--- src/rtl/icc_pkg.sv ---
// Shared constants, types and register codes for the clamped-edge image convolution block.
// No dependencies.
`timescale 1ns / 1ps
`default_nettype none

package icc_pkg;

  localparam int MAX_WIDTH  = 1024;
  localparam int MAX_MASK   = 5;
  localparam int COEF_BITS  = 10;
  localparam int HALF       = MAX_MASK / 2;
  // line store rows; a power of two so the row slot is a plain bit-select
  localparam int NSLOT      = 8;
  localparam int SLOT_W     = $clog2(NSLOT);
  localparam int COL_W      = $clog2(MAX_WIDTH);
  localparam int WID_W      = COL_W + 1;
  localparam int ROW_W      = 16;
  localparam int PIX_W      = 32;
  localparam int CH_W       = 8;
  localparam int NUM_CH     = 3;
  localparam int COEF_ROW_W = COEF_BITS * MAX_MASK;
  localparam int MSIZE_W    = 3;
  localparam int SHIFT_W    = 4;
  localparam int PROD_W     = COEF_BITS + CH_W + 1;
  localparam int RSUM_W     = PROD_W + $clog2(MAX_MASK);
  localparam int TSUM_W     = RSUM_W + $clog2(MAX_MASK);
  localparam int STEP_W     = $clog2(HALF + 1);
  localparam int Q_DEPTH    = 2;
  localparam int Q_PTR_W    = $clog2(Q_DEPTH);
  localparam int CFG_IDX_W  = 3;

  typedef enum logic [CFG_IDX_W-1:0] {
    REG_COEF_ROW0,
    REG_COEF_ROW1,
    REG_COEF_ROW2,
    REG_COEF_ROW3,
    REG_COEF_ROW4,
    REG_NORM_SHIFT,
    REG_MASK_COLS,
    REG_MASK_ROWS
  } cfg_reg_t;

  typedef struct packed {
    logic [MAX_MASK-1:0][COEF_ROW_W-1:0] coef;
    logic [SHIFT_W-1:0]                  norm_shift;
    logic [MSIZE_W-1:0]                  mask_cols;
    logic [MSIZE_W-1:0]                  mask_rows;
  } cfg_t;

  typedef struct packed {
    logic row_end;
    logic frame_end;
    logic err;
  } flags_t;

  typedef struct packed {
    logic [COL_W-1:0]                  col;
    logic [MAX_MASK-1:0][COL_W-1:0]    lim;
    logic [MAX_MASK-1:0][SLOT_W-1:0]   slot;
    flags_t                            flags;
  } job_t;

  typedef struct packed {
    logic              en;
    logic [SLOT_W-1:0] slot;
    logic [COL_W-1:0]  addr;
    logic [PIX_W-1:0]  data;
  } line_wr_t;

endpackage

`default_nettype wire

--- src/rtl/icc_queue.sv ---
// Two-entry job queue between the front end and the convolution back end.
// Depends on icc_pkg.
`timescale 1ns / 1ps
`default_nettype none

module icc_queue (
  input  wire logic           clk,
  input  wire logic           rst_n,
  input  wire logic           push,
  input  wire icc_pkg::job_t  din,
  output logic                full,
  input  wire logic           pop,
  output logic                valid,
  output icc_pkg::job_t       dout
);

  icc_pkg::job_t                 ent_r [icc_pkg::Q_DEPTH];
  logic [icc_pkg::Q_PTR_W-1:0]   wp_r, rp_r;
  logic [icc_pkg::Q_PTR_W:0]     cnt_r;

  assign full  = (cnt_r == (icc_pkg::Q_PTR_W+1)'(icc_pkg::Q_DEPTH));
  assign valid = (cnt_r != '0);
  assign dout  = ent_r[rp_r];

  always_ff @(posedge clk) begin
    if (push) begin
      ent_r[wp_r] <= din;
    end
  end

  always_ff @(posedge clk) begin
    if (!rst_n) begin
      wp_r  <= '0;
      rp_r  <= '0;
      cnt_r <= '0;
    end else begin
      if (push) begin
        wp_r <= wp_r + icc_pkg::Q_PTR_W'(1);
      end
      if (pop) begin
        rp_r <= rp_r + icc_pkg::Q_PTR_W'(1);
      end
      cnt_r <= cnt_r + (icc_pkg::Q_PTR_W+1)'(push) - (icc_pkg::Q_PTR_W+1)'(pop);
    end
  end

endmodule

`default_nettype wire

--- config.mk ---
export PLATFORM = sky130hd
export DESIGN_NAME = icc_queue
export DESIGN_NICKNAME = d
export VERILOG_FILES = /design/src/rtl/icc_pkg.sv /design/src/rtl/icc_queue.sv
export SDC_FILE = /design/constraint.sdc
export NUM_CORES = 1
export LEC_CHECK = 0
export ABC_AREA = 1
export BUFFER_PORTS_ARGS = -buffer_cell sky130_fd_sc_hd__clkbuf_2
export CORE_UTILIZATION = 45
export DETAILED_ROUTE_END_ITERATION = 12
export PLACE_DENSITY = 0.73
export SETUP_SLACK_MARGIN = 0.5
export SLEW_MARGIN = 20
export SYNTH_ARGS = -nofsm -noshare
export SYNTH_HDL_FRONTEND = slang
export SYNTH_SLANG_ARGS = --single-unit
--- constraint.sdc ---
create_clock -name clk -period 4.5 [get_ports clk]
set_input_delay 0.45 -clock clk [delete_from_list [all_inputs] [get_ports clk]]
set_output_delay 0.45 -clock clk [all_outputs]
set_load 0.005 [all_outputs]
* Word level (Yosys, flattened, before mapping)
Memory sizes are Yosys's and may differ from the RTL's. A register that Yosys moved wholly into a read port is not among the register bits. Cells that the tools add are included.
Word-level totals: register bits 4, RAM bits 156, input bits 82, output and inout port bits 80, memories 1
Memory list:
- ent_r | depth 2, bits a word 78, read ports 1, clocked after Yosys merged registers in 1, write ports 1, line icc_queue.sv:17 | icc_pkg::job_t ent_r [icc_pkg::Q_DEPTH];
Cells by class: $add $sub $neg 4, eq/ne operators 1, muxes and demuxes 4, reductions and logical operators 1
Operators by type and width (count):
- $mux W1 | 4
- $add A1 B1 Y1 const B | 2
- $add A2 B1 Y2 | 1
- $eq A2 B2 Y1 const B | 1
- $reduce_bool A2 Y1 | 1
- $sub A2 B1 Y2 | 1

* Longest topological paths before layout
depth after elaboration 3, depth in mapped cells 9, depth with buffers taken out 9

* Worst setup path after synthesis
Ideal clock, no wire load.
kind input to register, start point input push, end point memory ent_r[0][0] in the netlist's numbering (enable), setup time 0.517 ns, data arrival time 3.758 ns, data required time 3.983 ns, setup slack 0.225 ns, cell stages on the path 2, buffers on the path 0, path through inv_1 nor2_1
On the way: word-level cells in the longest chain between the ends 2
Ends and longest elaborated chain:
- start: declaration | line icc_queue.sv:9 | input wire logic push,
- $mux W1 | line icc_queue.sv:26 | if (push) begin
- $mux W1 (implied by the code) | line icc_queue.sv:27 | ent_r[wp_r] <= din;
- end: declaration | line icc_queue.sv:17
No other way between the ends.

==> summary.txt <==
Timing
  • Min Tclk post-route: 2.74 ns
  • Fmax: 364 MHz
  • Worst-Margin Slew: 0.923 ns
  • Final hold violation count: 0
  • Clock skew: 0.00990 ns
  • Setup Total Neg Slack: 0 ns
  • Tcrit/Tclk final: 0.610
  • Setup-failing EPs final: 0
  • Worst rel slew slack: 0.383
  • Final Slew Violations: 0
  • RSZ-0062 raised after global routing: no

Critical path
  • WP data arrival: 2.29 ns
  • Critical Path Fanout Max: 56
  • CP Launch Type: register
  • Crit Path Class: register to output pin
  • Worst stage delay on the critical path: 0.87 ns
  • Setup crit end kind: output pin
  • Req. time, crit path: 4.05 ns
  • Worst R2R Setup Slack: 2.53 ns
  • CP cell instances: buf_4 > mux2_2 > clkbuf_2
  • CP max-delay cell: dfxtp_4

Logic synthesis
  • Syn nets: 360
  • Synth Register Bits: 161
  • Yosys warns: 0
  • Synth area leader: edfxtp_1
  • Post-synth cell types: 12
  • Average cell area after synthesis: 21.5 µm²
  • Synth Cell Area: 5930 µm²
  • Yosys top cell area share: 0.790
  • Synthesized instance count: 276
  • Dominant cells by area after synthesis: edfxtp_1, mux2_2, mux2_4, dfxtp_1, buf_6
  • Seq/Total Area, Yosys: 0.806

Clock network
  • Cts-stage hold buffer count: 0
  • Post-CTS Setup Inserts: 0
  • CTS sink cnt: 161
  • Cts repair resizes: 0
  • Number of CTS-inserted buffers: 17
  • Clock root cell: clkbuf_16
  • Clock slew at reported path FFs: 0.06 ns
  • CTS tree: built
  • Longest Clk Path Bufs: 2
  • Worst skew pair latency: 0.42 ns
  • Htree depth: 4

Die
  • Height of the chip: 117 µm
  • Starting Density: 0.466
  • DIE WIDTH: 117 µm
  • I/O pin total: 162
  • Core Area: 12,700 µm²
  • Die area: 13,600 µm²
  • FP Rows: 41

Global routing
  • Grt peak-use layer: met2
  • Routing usage on met3: 0.0669
  • First-pass GRT wire length: 15.0 mm
  • Grt met2 use: 0.260
  • Initial antenna violation count: 0
  • Congestion Overflow GR: 0
  • M1 GR Usage: 0.167
  • Number of global-route vias before repair: 3,079
  • GRT Total Usage: 0.152
  • Largest net degree at the start of global routing: 57

Cells and area
  • Area Overhead vs Synth: 27.6%
  • Fin nets: 534
  • Antenna fix cells: 0
  • Final instance area: 7570 µm²
  • Most frequent cells in the layout: clkbuf_2, edfxtp_1, mux2_2
  • Fin util: 0.595
  • Share of layout cells above drive strength 1: 0.598
  • Commonest non-fill, non-tap cell in the layout: clkbuf_2

Power and ir drop
  • Combinational power share: 0.077
  • Clock Power Share: 0.425
  • Flop pwr share: 0.498
  • Internal power: 2.84 mW
  • Final Power: 3.55 mW
  • Power per cell area: 469 nW/µm²
  • Sw frac: 0.200
  • Net Sw Power: 0.709 mW
  • Worst VDD drop: 311 µV
  • Leakage power: 2.96 nW

Min path
  • Worst Hold Class: input port to register

Placement
  • Hpwl dp: 6.47 mm
  • Routability Congestion: 0.642
  • I/O Buffers: 161
  • Area after DPL: 6930 µm²

Route
  • DRC: 0
  • Wirelength per Cell: 15.4 µm
  • Final WL: 9.78 mm
  • Detailed Routing Iterations Pass 1: 6
  • Routed Antenna Nets: 0
  • Via count: 2,968
  • Initial drt markers: 264
  • Drt via density: 4.67

Outcome
  • Status: finished, final reports clean

Flow run
  • Max Cap Viol: 0
-- cell usage after synthesis, drive strengths merged --
library cell / n
ha: 2
nor2: 8
nand2: 9
buf: 9
edfxtp: 156
inv: 7
mux2: 78
nand3: 1
a21oi: 1
dfxtp: 5
-- cells by family after synthesis --
family / after synthesis / synth area share
DFF: 161 / 0.806
adders and majority gates: 2 / 0.00422
muxes: 78 / 0.161
AOI/OAI and AO/OA: 1 / 0.000843
buffers and inverters: 16 / 0.0162
and+or+nand+nor: 18 / 0.0116
-- worst paths after layout --
| path | from | endpoint | depth (start not counted) |
|---|---|---|---|
| worst min-delay path | din[16] | ent_r[0][16] | 1 |
| worst max-delay path | register | dout[11] | 3 |
| worst min register to register | rp_r | rp_r | 2 |
| worst max register to register | wp_r | ent_r[1][70] | 3 |
-- worst max-delay path, delay by kind of cell, from the launching register on --
| kind | cells | cell delay [ns] |
|---|---|---|
| flops | 1 | 0.87 |
| buf+inv | 2 | 0.58 |
| mux | 1 | 0.39 |
-- layout make-up --
type | instances | area [µm²]
fill | 978 | 5150
inverter | 7 | 27.5
multi-input combinational | 99 | 1060
clock buffer | 19 | 453
timing repair buffer | 164 | 841
clock inverter | 13 | 185
tap | 172 | 215
sequential | 161 | 4790
-- routing by layer --
metal / up-vias / part of all wire
met5: - / 0
met1: 1426 / 0.40
met4: 0 / 0.0082
met3: 8 / 0.088
met2: 115 / 0.50
li1: 1419 / -
-- stage by stage --
| step | hold slack, ns | instances | worst slack [ns] |
|---|---|---|---|
| final | 0.218 | 635 | 1.76 |
| after global routing | 0.196 | 635 | 1.61 |
| after CTS | 0.200 | 635 | 1.69 |
| after detailed placement | 0.487 | 603 | 2.15 |
| after global placement | 0.477 | 603 | 2.19 |
| after floorplan | 0.463 | 276 | 1.58 |
-- state kept, by name (all words and copies together) (netlist names), named ones only --
name   flops
rp_r       1
ent_r    156
cnt_r      2
wp_r       1
-- power by group through the flow --
| stage | combinational [mW] | clock, mW | sequential, mW |
|---|---|---|---|
| after floorplan | 0.159 | 0 | 1.78 |
| after global placement | 0.269 | 0 | 1.80 |
| after detailed placement | 0.277 | 0 | 1.80 |
| after CTS | 0.279 | 1.54 | 1.77 |
| after global routing | 0.303 | 1.60 | 1.78 |
| final | 0.272 | 1.51 | 1.77 |
Note: power is estimated with default switching activity, not from simulation.
