<file path="src/rtl/icc_pkg.sv">
// Shared constants, types and register codes for the clamped-edge image convolution block.
// No dependencies.
`timescale 1ns / 1ps
`default_nettype none

package icc_pkg;

  localparam int MAX_WIDTH  = 1024;
  localparam int MAX_MASK   = 5;
  localparam int COEF_BITS  = 10;
  localparam int HALF       = MAX_MASK / 2;
  // line store rows; a power of two so the row slot is a plain bit-select
  localparam int NSLOT      = 8;
  localparam int SLOT_W     = $clog2(NSLOT);
  localparam int COL_W      = $clog2(MAX_WIDTH);
  localparam int WID_W      = COL_W + 1;
  localparam int ROW_W      = 16;
  localparam int PIX_W      = 32;
  localparam int CH_W       = 8;
  localparam int NUM_CH     = 3;
  localparam int COEF_ROW_W = COEF_BITS * MAX_MASK;
  localparam int MSIZE_W    = 3;
  localparam int SHIFT_W    = 4;
  localparam int PROD_W     = COEF_BITS + CH_W + 1;
  localparam int RSUM_W     = PROD_W + $clog2(MAX_MASK);
  localparam int TSUM_W     = RSUM_W + $clog2(MAX_MASK);
  localparam int STEP_W     = $clog2(HALF + 1);
  localparam int Q_DEPTH    = 2;
  localparam int Q_PTR_W    = $clog2(Q_DEPTH);
  localparam int CFG_IDX_W  = 3;

  typedef enum logic [CFG_IDX_W-1:0] {
    REG_COEF_ROW0,
    REG_COEF_ROW1,
    REG_COEF_ROW2,
    REG_COEF_ROW3,
    REG_COEF_ROW4,
    REG_NORM_SHIFT,
    REG_MASK_COLS,
    REG_MASK_ROWS
  } cfg_reg_t;

  typedef struct packed {
    logic [MAX_MASK-1:0][COEF_ROW_W-1:0] coef;
    logic [SHIFT_W-1:0]                  norm_shift;
    logic [MSIZE_W-1:0]                  mask_cols;
    logic [MSIZE_W-1:0]                  mask_rows;
  } cfg_t;

  typedef struct packed {
    logic row_end;
    logic frame_end;
    logic err;
  } flags_t;

  typedef struct packed {
    logic [COL_W-1:0]                  col;
    logic [MAX_MASK-1:0][COL_W-1:0]    lim;
    logic [MAX_MASK-1:0][SLOT_W-1:0]   slot;
    flags_t                            flags;
  } job_t;

  typedef struct packed {
    logic              en;
    logic [SLOT_W-1:0] slot;
    logic [COL_W-1:0]  addr;
    logic [PIX_W-1:0]  data;
  } line_wr_t;

endpackage

`default_nettype wire

</file>
<file path="src/rtl/icc_front.sv">
// Front end: takes pixel and drain requests, keeps the raster counters, writes the
// line store and issues one window job per due output. Depends on icc_pkg.
`timescale 1ns / 1ps
`default_nettype none

module icc_front (
  input  wire logic                          clk,
  input  wire logic                          rst_n,
  input  wire icc_pkg::cfg_t                 cfg,
  input  wire logic                          in_valid,
  output logic                               in_ready,
  input  wire logic                          in_command,
  input  wire logic [icc_pkg::CH_W-1:0]      in_red_in,
  input  wire logic [icc_pkg::CH_W-1:0]      in_green_in,
  input  wire logic [icc_pkg::CH_W-1:0]      in_blue_in,
  input  wire logic [icc_pkg::CH_W-1:0]      in_alpha_in,
  input  wire logic                          in_row_end_in,
  input  wire logic                          in_frame_end_in,
  input  wire logic                          q_full,
  output logic                               q_push,
  output icc_pkg::job_t                      q_job,
  output icc_pkg::line_wr_t                  line_wr
);

  logic [icc_pkg::WID_W-1:0]  lw_r, lw_a, lw_nxt;
  logic [icc_pkg::COL_W-1:0]  icol_r, icol_a, icol_nxt;
  logic [icc_pkg::ROW_W-1:0]  irow_r, irow_a, irow_nxt;
  logic                       closed_r, closed_a, closed_nxt;
  logic [icc_pkg::ROW_W-1:0]  lrow_r, lrow_a, lrow_nxt;
  logic [icc_pkg::WID_W-1:0]  lcnt_r, lcnt_a, lcnt_nxt;
  logic [icc_pkg::COL_W-1:0]  ocol_r, ocol_nxt;
  logic [icc_pkg::ROW_W-1:0]  orow_r, orow_nxt;
  logic [icc_pkg::SLOT_W-1:0] base_r, base_nxt;

  logic                       acc, pix_acc, row_done, due, is_last, row_end, err;
  logic [icc_pkg::WID_W-1:0]  colp1, cpos, ocp1, wrow, wy;
  logic [icc_pkg::ROW_W:0]    need;
  logic [icc_pkg::ROW_W-1:0]  bottom, ysel;
  logic signed [icc_pkg::ROW_W+1:0] yy;

  assign in_ready = !q_full;
  assign acc      = in_valid && in_ready;
  assign pix_acc  = acc && !in_command && !closed_r;

  assign line_wr.en   = pix_acc;
  assign line_wr.slot = base_r + irow_r[icc_pkg::SLOT_W-1:0];
  assign line_wr.addr = icol_r;
  assign line_wr.data = {in_alpha_in, in_blue_in, in_green_in, in_red_in};

  assign err = !cfg.mask_cols[0] || !cfg.mask_rows[0] ||
               (cfg.mask_cols > icc_pkg::MSIZE_W'(icc_pkg::MAX_MASK)) ||
               (cfg.mask_rows > icc_pkg::MSIZE_W'(icc_pkg::MAX_MASK));

  // counters after this request's pixel is taken in
  always_comb begin
    lw_a     = lw_r;
    icol_a   = icol_r;
    irow_a   = irow_r;
    closed_a = closed_r;
    lrow_a   = lrow_r;
    lcnt_a   = lcnt_r;
    colp1    = {1'b0, icol_r} + icc_pkg::WID_W'(1);
    row_done = 1'b0;
    if (pix_acc) begin
      if (lw_r == '0) begin
        row_done = in_row_end_in || in_frame_end_in ||
                   (icol_r == icc_pkg::COL_W'(icc_pkg::MAX_WIDTH - 1));
        if (row_done) begin
          lw_a = colp1;
        end
      end else begin
        row_done = (colp1 >= lw_r) || in_frame_end_in;
      end
      if (in_frame_end_in) begin
        closed_a = 1'b1;
        lrow_a   = irow_r;
        lcnt_a   = colp1;
      end else if (row_done) begin
        icol_a = '0;
        irow_a = irow_r + icc_pkg::ROW_W'(1);
      end else begin
        icol_a = icol_r + icc_pkg::COL_W'(1);
      end
    end
  end

  always_comb begin
    need = {1'b0, orow_r} + (icc_pkg::ROW_W+1)'(icc_pkg::HALF);
    cpos = {1'b0, ocol_r} + icc_pkg::WID_W'(icc_pkg::HALF);
    if (cpos > lw_a - icc_pkg::WID_W'(1)) begin
      cpos = lw_a - icc_pkg::WID_W'(1);
    end
    if (closed_a) begin
      due = 1'b1;
    end else if (lw_a == '0) begin
      due = 1'b0;
    end else if ({1'b0, irow_a} > need) begin
      due = 1'b1;
    end else if ({1'b0, irow_a} < need) begin
      due = 1'b0;
    end else begin
      due = {1'b0, icol_a} > cpos;
    end
  end

  // window rows, clamped top and bottom; each row clamps its columns to its own width
  always_comb begin
    bottom = closed_a ? lrow_a : irow_a;
    yy     = '0;
    ysel   = '0;
    wy     = '0;
    q_job.col   = ocol_r;
    q_job.lim   = '0;
    q_job.slot  = '0;
    q_job.flags.row_end   = row_end;
    q_job.flags.frame_end = is_last;
    q_job.flags.err       = err;
    for (int r = 0; r < icc_pkg::MAX_MASK; r++) begin
      yy = $signed({2'b00, orow_r}) + (icc_pkg::ROW_W+2)'(r - icc_pkg::HALF);
      if (yy < 0) begin
        yy = '0;
      end
      if (yy > $signed({2'b00, bottom})) begin
        yy = $signed({2'b00, bottom});
      end
      ysel = yy[icc_pkg::ROW_W-1:0];
      wy   = (closed_a && (ysel == lrow_a)) ? lcnt_a : lw_a;
      if (wy == '0) begin
        wy = icc_pkg::WID_W'(1);
      end
      q_job.lim[r]  = icc_pkg::COL_W'(wy - icc_pkg::WID_W'(1));
      q_job.slot[r] = base_r + ysel[icc_pkg::SLOT_W-1:0];
    end
  end

  always_comb begin
    wrow = (closed_a && (orow_r == lrow_a)) ? lcnt_a : lw_a;
    if (wrow == '0) begin
      wrow = icc_pkg::WID_W'(1);
    end
    ocp1    = {1'b0, ocol_r} + icc_pkg::WID_W'(1);
    is_last = closed_a && (orow_r == lrow_a) && (ocp1 >= lcnt_a);
    row_end = is_last || (ocp1 >= wrow);
  end

  assign q_push                = acc && due;

  always_comb begin
    lw_nxt     = lw_r;
    icol_nxt   = icol_r;
    irow_nxt   = irow_r;
    closed_nxt = closed_r;
    lrow_nxt   = lrow_r;
    lcnt_nxt   = lcnt_r;
    ocol_nxt   = ocol_r;
    orow_nxt   = orow_r;
    base_nxt   = base_r;
    if (acc) begin
      lw_nxt     = lw_a;
      icol_nxt   = icol_a;
      irow_nxt   = irow_a;
      closed_nxt = closed_a;
      lrow_nxt   = lrow_a;
      lcnt_nxt   = lcnt_a;
    end
    if (q_push) begin
      if (is_last) begin
        lw_nxt     = '0;
        icol_nxt   = '0;
        irow_nxt   = '0;
        closed_nxt = 1'b0;
        lrow_nxt   = '0;
        lcnt_nxt   = '0;
        ocol_nxt   = '0;
        orow_nxt   = '0;
        base_nxt   = base_r + lrow_a[icc_pkg::SLOT_W-1:0] + icc_pkg::SLOT_W'(1);
      end else if (row_end) begin
        ocol_nxt = '0;
        orow_nxt = orow_r + icc_pkg::ROW_W'(1);
      end else begin
        ocol_nxt = ocol_r + icc_pkg::COL_W'(1);
      end
    end
  end

  always_ff @(posedge clk) begin
    if (!rst_n) begin
      lw_r     <= '0;
      icol_r   <= '0;
      irow_r   <= '0;
      closed_r <= 1'b0;
      lrow_r   <= '0;
      lcnt_r   <= '0;
      ocol_r   <= '0;
      orow_r   <= '0;
      base_r   <= '0;
    end else begin
      lw_r     <= lw_nxt;
      icol_r   <= icol_nxt;
      irow_r   <= irow_nxt;
      closed_r <= closed_nxt;
      lrow_r   <= lrow_nxt;
      lcnt_r   <= lcnt_nxt;
      ocol_r   <= ocol_nxt;
      orow_r   <= orow_nxt;
      base_r   <= base_nxt;
    end
  end

endmodule

`default_nettype wire

</file>
<file path="config.mk">
export PLATFORM = sky130hd
export DESIGN_NAME = icc_front
export DESIGN_NICKNAME = d
export VERILOG_FILES = /design/src/rtl/icc_pkg.sv /design/src/rtl/icc_front.sv
export SDC_FILE = /design/constraint.sdc
export NUM_CORES = 1
export LEC_CHECK = 0
export BUFFER_PORTS_ARGS = -buffer_cell sky130_fd_sc_hd__buf_4
export CORE_MARGIN = 8
export CORE_UTILIZATION = 55
export CTS_BUF_LIST = sky130_fd_sc_hd__clkbuf_16
export DETAILED_ROUTE_END_ITERATION = 10
export PLACE_DENSITY = 0.85
export SYNTH_ARGS = -nofsm -noshare
export SYNTH_HDL_FRONTEND = slang
export SYNTH_SLANG_ARGS = --single-unit
</file>
<file path="constraint.sdc">
create_clock -name clk -period 16.45 [get_ports clk]
set_input_delay 1.645 -clock clk [delete_from_list [all_inputs] [get_ports clk]]
set_output_delay 1.645 -clock clk [all_outputs]
set_load 0.05 [all_outputs]
</file>
# Word-level counts from Yosys, hierarchy flattened
# Cells that the tools add are included.
[totals] reg_bits=94 out_inout_bits=126 elab_cells=162
[op_classes] add_sub_neg=26 order_cmp=19 n_eq_ne=7 n_mux=67 reduce_logical=34
[op_table] operator="two-way mux 16 bit" n=20
[op_table] operator="two-way mux 11 bit" n=19
[op_table] operator="two-way mux 10 bit" n=13
[op_table] operator="equality test 16 bit" n=6
[op_table] operator="logical NOT 11 bit" n=8
[op_table] operator="> comparator 18 x 17 -> 1 bit" n=3
[op_table] operator="subtractor 10 x 1 -> 10 bit (second input constant)" n=5
[op_table] operator="less-than comparator 18 x 1 -> 1 bit (second input constant)" n=2
[op_table] operator="two-way mux 18 bit" n=2
[op_table] operator="adder 16 x 2 -> 17 bit (second input constant)" n=2
[op_table] operator="> comparator 17 x 16 -> 1 bit" n=2
[op_table] operator="less-than comparator 17 x 1 -> 1 bit (second input constant)" n=2
[op_table] operator="two-way mux 17 bit" n=2
[op_table] operator="greater-or-equal comparator 11 bit" n=3
[op_table] operator="adder 16 x 1 -> 16 bit (second input constant)" n=2
[op_table] operator="adder 10 x 1 -> 11 bit (second input constant)" n=2
[op_table] operator="adder 3 bit" n=7
[op_table] operator="adder 10 x 1 -> 10 bit (second input constant)" n=2
[op_table] operator="adder 17 x 1 -> 18 bit (second input constant)" n=1
[op_table] operator="adder 17 x 2 -> 18 bit (second input constant)" n=1
[op_table] operator="adder 16 x 1 -> 17 bit (second input constant)" n=1
[op_table] operator="> comparator 16 x 17 -> 1 bit" n=1
[op_table] operator="less-than comparator 16 x 17 -> 1 bit" n=1
[op_table] operator="less-than comparator 16 x 1 -> 1 bit (second input constant)" n=1
[op_table] operator="13 further kinds" n=45

# Depth between registers and ports, before layout
# Gate-level depths: netlist of run 1.
[logic_depth] word_depth=17 mapped_depth=39 depth_no_buf=36

# Worst setup path before layout of run 1
# OpenSTA, ideal clock, no wires.
[synth_path] kind="reg2out" startpoint="register icol_r[0] (netlist name)" endpoint="output q_job[46] (netlist name)" t_arrival_ns=10.072 required_ns=14.805 slack_ns=4.733 stages_incl_launch_ff=37 path_buffers=4 path_cell_list="dfxtp_1 > ha_1 > clkbuf_1 > nand3_1 > or2_2 > xnor2_1 > ha_1 > and4_1 > a2111oi_2 > o31a_1 > a31oi_1 > and4_1 > and3_1 > and3_1 > xnor2_1 > inv_1 > o21ai_0 > ha_1 > nand4_1 > or2_2 > nor4_1 > nand3_1 > or4_1 > o211ai_2 > or2_1 > buf_2 > mux2i_1 > xnor2_1 > nor4_4 > buf_4 > mux2i_1 > ha_1 > clkbuf_1 > nand3_1 > xor2_1 > nor2_1 > a21oi_1"
[synth_rtl] item="from (decl)" line="icc_front.sv:26" rtl="logic [icc_pkg::COL_W-1:0] icol_r, icol_a, icol_nxt;"
[synth_rtl] item="from (signal assigned)" line="icc_front.sv:199" rtl="icol_r <= icol_nxt;"
[synth_rtl] item="to (decl)" line="icc_front.sv:21" rtl="output icc_pkg::job_t q_job,"

==> run summary, run 1 <==
Syn Inst Count: 1805
RSZ-0062 raised after global routing: no
max_slew headroom: 22.6%
synth unique cells: 108
GPL Wtd Cong: 1.04
register area share after synthesis: 13.5%
Pwr per Cell Area: 42.5 mW/mm^2
FF-to-FF setup slack: 7320 ps
CP Buf/Inv Count: 2
first-pass iteration count of the detailed router: 8
worst stage delay on the critical path: 1020 ps
post-placement cell count: 2156
Hold Crit Depth: 2
Setup Slack @ Placement: 4850 ps
Yosys Warn Count: 0
NumNets Final: 2311
RR Endpoint: irow_r[9]$_SDFF_PN0_
type of the worst setup path: flop to primary output
Layout Area Growth over Synthesis: 8.58%
VDD IR-drop max: 0.0379 mV
Root Buffer: clkbuf_16
Remaining DRCs: 0
clock tree buffer depth: 2
Max Cap Viol: 0
die area: 0.0307 mm^2
CP startpoint kind: flop
initial antenna violation count: 0
total clock sinks: 94
Post-synth EDFFs: 0
Wirelength per Cell: 22.6 um
detail-routed via count per cell: 6.55
maximum fanout along the worst path: 16
TritonCTS Buffers: 9
Peak Freq: 81.0 MHz
Syn Std Cell Area: 0.0139 mm^2
Data arrival, critical path: 10700 ps
Worst path top cell family by delay: simple AND/OR/NAND/NOR gates
dominant synthesized flop cell: dfxtp_1
worst r2r src: icol_r[0]$_SDFF_PN0_
#FFs+latches synth: 94
Vias: 14200
type of the tightest min-delay check: flop to flop
ys async rst share: 0%
final setup violation count: 0
setup_tns: 0 ps
Tightest Pin Transition: 1150 ps
Post-CTS Setup Inserts: 0
status: complete, no violations
Clock Skews: 12.8 ps
num rows: 58
Clock Latency Late Sink: 370 ps
fin. max-slew vios: 0
largest net degree at the start of global routing: 66
Initial Util: 55.6%
share of layout cells above drive strength 1: 13.5%
final worst path period share: 75.0%
cts hold-fix bufs: 0
Core Region: 0.0250 mm^2
ANT nets after route: 0
vias in the first global route: 13200
CTS tree: built
DR iter-0 viols: 1966
hold path start: ocol_r[1]$_SDFFE_PN0P_
final wirelength: 49.2 mm
Worst setup EP type: primary output
Die Wd: 175 um
clock transition at the registers of the reported paths: 80 ps
num ports: 425
Post-DP Area: 0.0148 mm^2
first-pass GRT wire length: 75.1 mm
worst path required time: 14800 ps
Overall Global Routing Usage: 30.7%
Finished Layout Cells: 2172
Hold EP: ocol_r[1]$_SDFFE_PN0P_
final setup margin: 4110 ps
htree depth: 3
total gr overflow: 0
post-DP HPWL: 37.7 mm
fin area: 0.0151 mm^2
Tot Pwr: 643 uW
endpoints failing hold: 0
Die Y: 175 um
# diodes: 0
CTS resizes: 0
Port Buffers: 106
min Tclk post-route: 12340 ps
Critical Path Slowest Stage Cell: nor4_4
syn avg cell area: 7.71 um^2
Reg2Reg Depth: 35
post-synthesis net count: 2279
Leakage: 6.86 nW
==> sequential cells by signal, summed over array words and instances (netlist names) <==
name / count
base_r: 3
orow_r: 16
ocol_r: 10
lw_r: 11
lrow_r: 16
icol_r: 10
closed_r: 1
lcnt_r: 11
irow_r: 16
==> layer usage <==
metal | wire, um | global-route usage [%] | vias up
met4 | 2040 | 13.0 | 0
met3 | 5840 | 6.48 | 169
met1 | 20200 | 41.3 | 6668
met5 | 0 | 0 | -
met2 | 21100 | 46.6 | 864
li1 | - | - | 6521
==> cell usage in the layout, fill, tap and decap left out, types with 7 or more instances in the layout <==
master,Yosys,final
and2_1,12,12
ha_1,168,168
or4_1,9,9
mux2i_1,75,75
xor2_1,75,75
a21o_1,23,23
fa_1,7,7
o31ai_1,12,12
mux2_2,20,20
nor2_1,148,148
o21ai_0,81,80
xnor2_1,116,116
a211oi_1,11,11
nor4_1,11,11
a31oi_1,9,9
nand3_1,71,71
dfxtp_1,94,94
nand2_1,179,179
or2_2,11,11
inv_1,86,87
nor3_1,26,26
nor2b_1,33,33
nand2b_1,13,13
o22ai_1,20,20
and3_1,22,22
and4_1,9,9
clkbuf_16,0,9
a21oi_1,81,81
or3_1,19,19
buf_4,38,152
o21a_1,29,29
nand4_1,50,50
==> Yosys cell counts (29+ instances only) <==
| cell | instances | area share (%) |
|---|---|---|
| xnor2_1 | 116 | 7.3 |
| xor2_1 | 75 | 4.7 |
| buf_4 | 38 | 2.0 |
| inv_1 | 86 | 2.3 |
| clkbuf_1 | 61 | 1.6 |
| dfxtp_1 | 94 | 14 |
| o21a_1 | 29 | 1.6 |
| a21oi_1 | 81 | 2.9 |
| nand2_1 | 179 | 4.8 |
| o21ai_0 | 81 | 2.9 |
| nor2b_1 | 33 | 1.5 |
| ha_1 | 168 | 15 |
| nand4_1 | 50 | 2.2 |
| mux2i_1 | 75 | 5.4 |
| nand3_1 | 71 | 2.6 |
| nor2_1 | 148 | 4.0 |
==> layout make-up <==
class	count	area, um^2
inverter	87	327
fill	2257	9920
tap	330	413
clock buffer	9	225
sequential	94	1880
timing repair buffer	152	1140
clock inverter	7	78.8
multi-input combinational	1493	11000
==> power breakdown <==
| part | internal [mW] | total, mW | switching [mW] |
|---|---|---|---|
| sequential | 0.228 | 0.229 | 0.00102 |
| clock | 0.120 | 0.229 | 0.108 |
| combinational | 0.0648 | 0.185 | 0.120 |
| total | 0.413 | 0.643 | 0.230 |
==> worst reg2reg max path: cells and delay by family (launching register included) <==
kind | cells | cell delay [ps]
muxes | 1 | 370
and+or+nand+nor | 8 | 1830
adders and majority gates | 3 | 1000
buffers and inverters | 4 | 1300
AOI/OAI and AO/OA | 19 | 4050
DFF | 1 | 440
==> kinds of logic after synthesis <==
logic type	synth area share, %
xor+xnor	12.1
buf+inv	7.25
mux	8.91
flops	13.5
compound gates	17.3
fa+ha+maj	16.2
simple gates	24.7
==> per-stage QoR <==
step / utilization, % / hold slack, ps
floorplan: - / 498
global placement: 59.1 / 519
detailed placement: 59.1 / 544
CTS: 60.4 / 554
global route: 60.4 / 588
finish: 60.4 / 559
==> worst max path at each step <==
stage | cells past startpoint | to | startpoint | slack [ps]
CTS | 33 | q_job[46] | icol_r[0]$_SDFF_PN0_ | 4400
global route | 33 | q_job[46] | icol_r[0]$_SDFF_PN0_ | 3630
global placement | 33 | q_job[46] | icol_r[0]$_SDFF_PN0_ | 4970
detailed placement | 33 | q_job[46] | icol_r[0]$_SDFF_PN0_ | 4850
floorplan | 36 | q_job[46] | icol_r[0]$_SDFF_PN0_ | 4730
finish | 33 | q_job[46] | icol_r[0]$_SDFF_PN0_ | 4110
No activity file was read; power rests on OpenSTA's default activity.
==> run 2: changes to the inputs <==
--- a/config.mk
+++ b/config.mk
@@ -5,12 +5,13 @@
 export SDC_FILE = /design/constraint.sdc
 export NUM_CORES = 1
 export LEC_CHECK = 0
+export ABC_AREA = 1
 export BUFFER_PORTS_ARGS = -buffer_cell sky130_fd_sc_hd__buf_4
 export CORE_MARGIN = 8
 export CORE_UTILIZATION = 55
 export CTS_BUF_LIST = sky130_fd_sc_hd__clkbuf_16
 export DETAILED_ROUTE_END_ITERATION = 10
-export PLACE_DENSITY = 0.85
+export PLACE_DENSITY = 0.84
 export SYNTH_ARGS = -nofsm -noshare
 export SYNTH_HDL_FRONTEND = slang
 export SYNTH_SLANG_ARGS = --single-unit
==> constraint.sdc (replaced) <==
create_clock -name clk -period 12.5 [get_ports clk]
set_input_delay 1.25 -clock clk [delete_from_list [all_inputs] [get_ports clk]]
set_output_delay 1.25 -clock clk [all_outputs]
set_load 0.05 [all_outputs]
==> run 2 against run 1 <==
Worst setup slack worse by 2400 ps. Critical path depth rose by 19. Combinational power increased to 5.3 times the previous value. First-iteration DRC count up 13%. Synthesized area increased by 8.4%. Clock power up 24%. Critical endpoint is now q_job[36].
==> run summary, run 2 <==
num ports: 425
adder-cell share of the synthesized area: 14.9%
most instantiated cells after synthesis: 615 x nand2_1, 298 x inv_1, 233 x nor2_1
worst r2r src: icol_r[0]$_SDFF_PN0_
ANT nets after route: 0
Yosys top cell by area: nand2_1
commonest non-fill, non-tap cells in the layout: 615 x nand2_1, 298 x inv_1, 232 x nor2_1, 169 x nand3_1, 168 x ha_1
dominant synthesized flop cell: dfxtp_1
min Tclk post-route: 10810 ps
Setup Slack @ Placement: 2460 ps
Critical Path Slowest Stage Cell: and2_1
total gr overflow: 0
synth unique cells: 66
Yosys Warn Count: 0
Post-Synth Simple-Gate Area: 37.3%
endpoints failing hold: 0
Top Registers: irow_r: 16 flops, lrow_r: 16 flops, orow_r: 16 flops
Compound-Gate Fraction of Synth Area: 14.1%
Post-CTS Setup Inserts: 0
max_slew headroom: 27.6%
largest net degree at the start of global routing: 50
final wirelength: 55.4 mm
DR iter-0 viols: 2214
syn avg cell area: 6.14 um^2
final setup margin: 1690 ps
P_sw: 849 uW
post-synthesis mux area share: 0.0663%
initial antenna violation count: 0
CTS tree: built
Post-synth EDFFs: 0
top cells by area, synth: nand2_1 15%, ha_1 14%, dfxtp_1 12%, inv_1 7.4%, xor2_1 7.3%
die area: 0.0330 mm^2
Synth Area in XOR/XNOR: 8.17%
Layout Area Growth over Synthesis: 7.25%
Die Wd: 182 um
#FFs+latches synth: 94
internal power component: 733 uW
RR Endpoint: orow_r[7]$_SDFFE_PN0P_
Leakage: 9.18 nW
cts hold-fix bufs: 0
Finished Layout Cells: 2849
GPL Wtd Cong: 1.08
# diodes: 0
Hold Crit Depth: 2
Syn Inst Count: 2457
fin. max-slew vios: 0
Root Buffer: clkbuf_16
RSZ-0062 raised after global routing: no
final worst path period share: 86.5%
Wirelength per Cell: 19.4 um
Clock Skews: 12.8 ps
Vias: 17100
largest family of logic cells by synthesized area: simple AND/OR/NAND/NOR gates
first-pass iteration count of the detailed router: 6
final core utilization: 60.1%
num rows: 60
htree depth: 3
share of layout cells above drive strength 1: 12.6%
setup_tns: 0 ps
Remaining DRCs: 0
commonest non-fill, non-tap cell in the layout: nand2_1
Initial Util: 56.0%
detail-routed via count per cell: 6.00
register area share after synthesis: 12.5%
Die Y: 182 um
final hold slack: 562 ps
VDD IR-drop max: 0.0667 mV
Core Region: 0.0270 mm^2
NumNets Final: 2977
worst stage delay on the critical path: 710 ps
type of the worst setup path: flop to primary output
Overall Global Routing Usage: 32.4%
post-DP HPWL: 44.4 mm
post-synth top area share: 15.3%
post-placement cell count: 2833
ys async rst share: 0%
FF-to-FF setup slack: 3540 ps
sequential power share: 19.6%
Port Buffers: 106
CP startpoint kind: flop
final setup violation count: 0
total clock sinks: 94
Peak Freq: 92.5 MHz
Hold EP: ocol_r[1]$_SDFFE_PN0P_
Syn Std Cell Area: 0.0151 mm^2
switching share of power: 53.7%
first-pass GRT wire length: 86.2 mm
vias in the first global route: 16000
worst path required time: 11250 ps
hold path start: ocol_r[1]$_SDFFE_PN0P_
clock transition at the registers of the reported paths: 80 ps
CTS resizes: 0
Tightest Pin Transition: 1090 ps
Data arrival, critical path: 9560 ps
status: complete, no violations
Clock Latency Late Sink: 360 ps
maximum fanout along the worst path: 21
TritonCTS Buffers: 9
Max Cap Viol: 0
fillers: 2606
Pwr per Cell Area: 97.7 mW/mm^2
Worst setup EP type: primary output
Reg2Reg Depth: 39
Gate power share: 62.4%
clock share of power: 18.0%
most numerous cell in the Yosys netlist: nand2_1
clock tree buffer depth: 2
type of the tightest min-delay check: flop to flop
post-synthesis net count: 2931
## run 2: cell count changes after synthesis, moves of 21 or more
cell,previous run,this run
nand3_1,71,169
nand2_1,179,615
nor2b_1,33,0
inv_1,86,298
o21ai_2,1,26
nor2_1,148,233
xor2_1,75,125
and3_1,22,1
o21ai_1,5,56
xnor2_1,116,12
mux2i_1,75,1
inv_2,0,46
o21a_1,29,1
clkbuf_1,61,25
## run 2: final cells by class
| type | count | area [um^2] | share of cell area [%] |
|---|---|---|---|
| clock buffers | 9 | 225 | 1.39 |
| clock inverters | 7 | 61.3 | 0.379 |
| inverters | 355 | 1340 | 8.25 |
| multi-input cells | 1910 | 11300 | 69.5 |
| flip-flops and latches | 94 | 1880 | 11.6 |
| well taps | 341 | 427 | 2.64 |
| repair buffers | 133 | 998 | 6.17 |
## run 2: how the worst max path moves through the flow
stage | from | end | slack, ps | cells past startpoint
finish | icol_r[0]$_SDFF_PN0_ | q_job[36] | 1690 | 52
global route | icol_r[0]$_SDFF_PN0_ | q_job[36] | 920 | 52
CTS | icol_r[0]$_SDFF_PN0_ | q_job[36] | 1980 | 52
detailed placement | icol_r[0]$_SDFF_PN0_ | q_job[36] | 2460 | 52
global placement | q_full | q_job[34] | 2650 | 40
floorplan | icol_r[0]$_SDFF_PN0_ | q_job[24] | 3190 | 53
## run 2: metrics by stage
step	power (mW)	instance area [um^2]
6_report	1.58	16200
5_1_grt	1.66	16200
4_1_cts	1.56	16200
3_5_place_dp	1.28	15900
3_3_place_gp	1.26	15900
2_1_floorplan	1.08	15100
## run 2: cell families (layout without fill, tap and decap cells)
family,after synthesis,after routing
AO/OA/AOI/OAI,362,362
multiplexers,1,1
AND/OR/NAND/NOR,1233,1233
XOR/XNOR,139,139
flip-flops,94,94
buffers and inverters,453,504
adder cells (fa/ha/maj),175,175
## run 2: layer usage
layer / part of all wire (%) / global-route usage, %
met1: 41 / 43.0
met2: 41 / 48.2
met3: 14 / 8.50
met4: 4.7 / 15.0
met5: 0 / 0
## run 2: worst max-delay path: cells and delay by family (launching register included)
kind | cells | cell delay, ps
simple gates | 30 | 4380
flops | 1 | 520
buf+inv | 6 | 1030
xor+xnor | 3 | 650
fa+ha+maj | 3 | 900
compound gates | 10 | 1700
## run 2: power groups by stage
| stage | Sequential [mW] | Clock [mW] | Combinational [mW] |
|---|---|---|---|
| after floorplan | 0.316 | 0 | 0.763 |
| after global placement | 0.316 | 0 | 0.940 |
| after detailed placement | 0.316 | 0 | 0.962 |
| after CTS | 0.309 | 0.283 | 0.965 |
| after global routing | 0.310 | 0.294 | 1.06 |
| final | 0.310 | 0.284 | 0.988 |
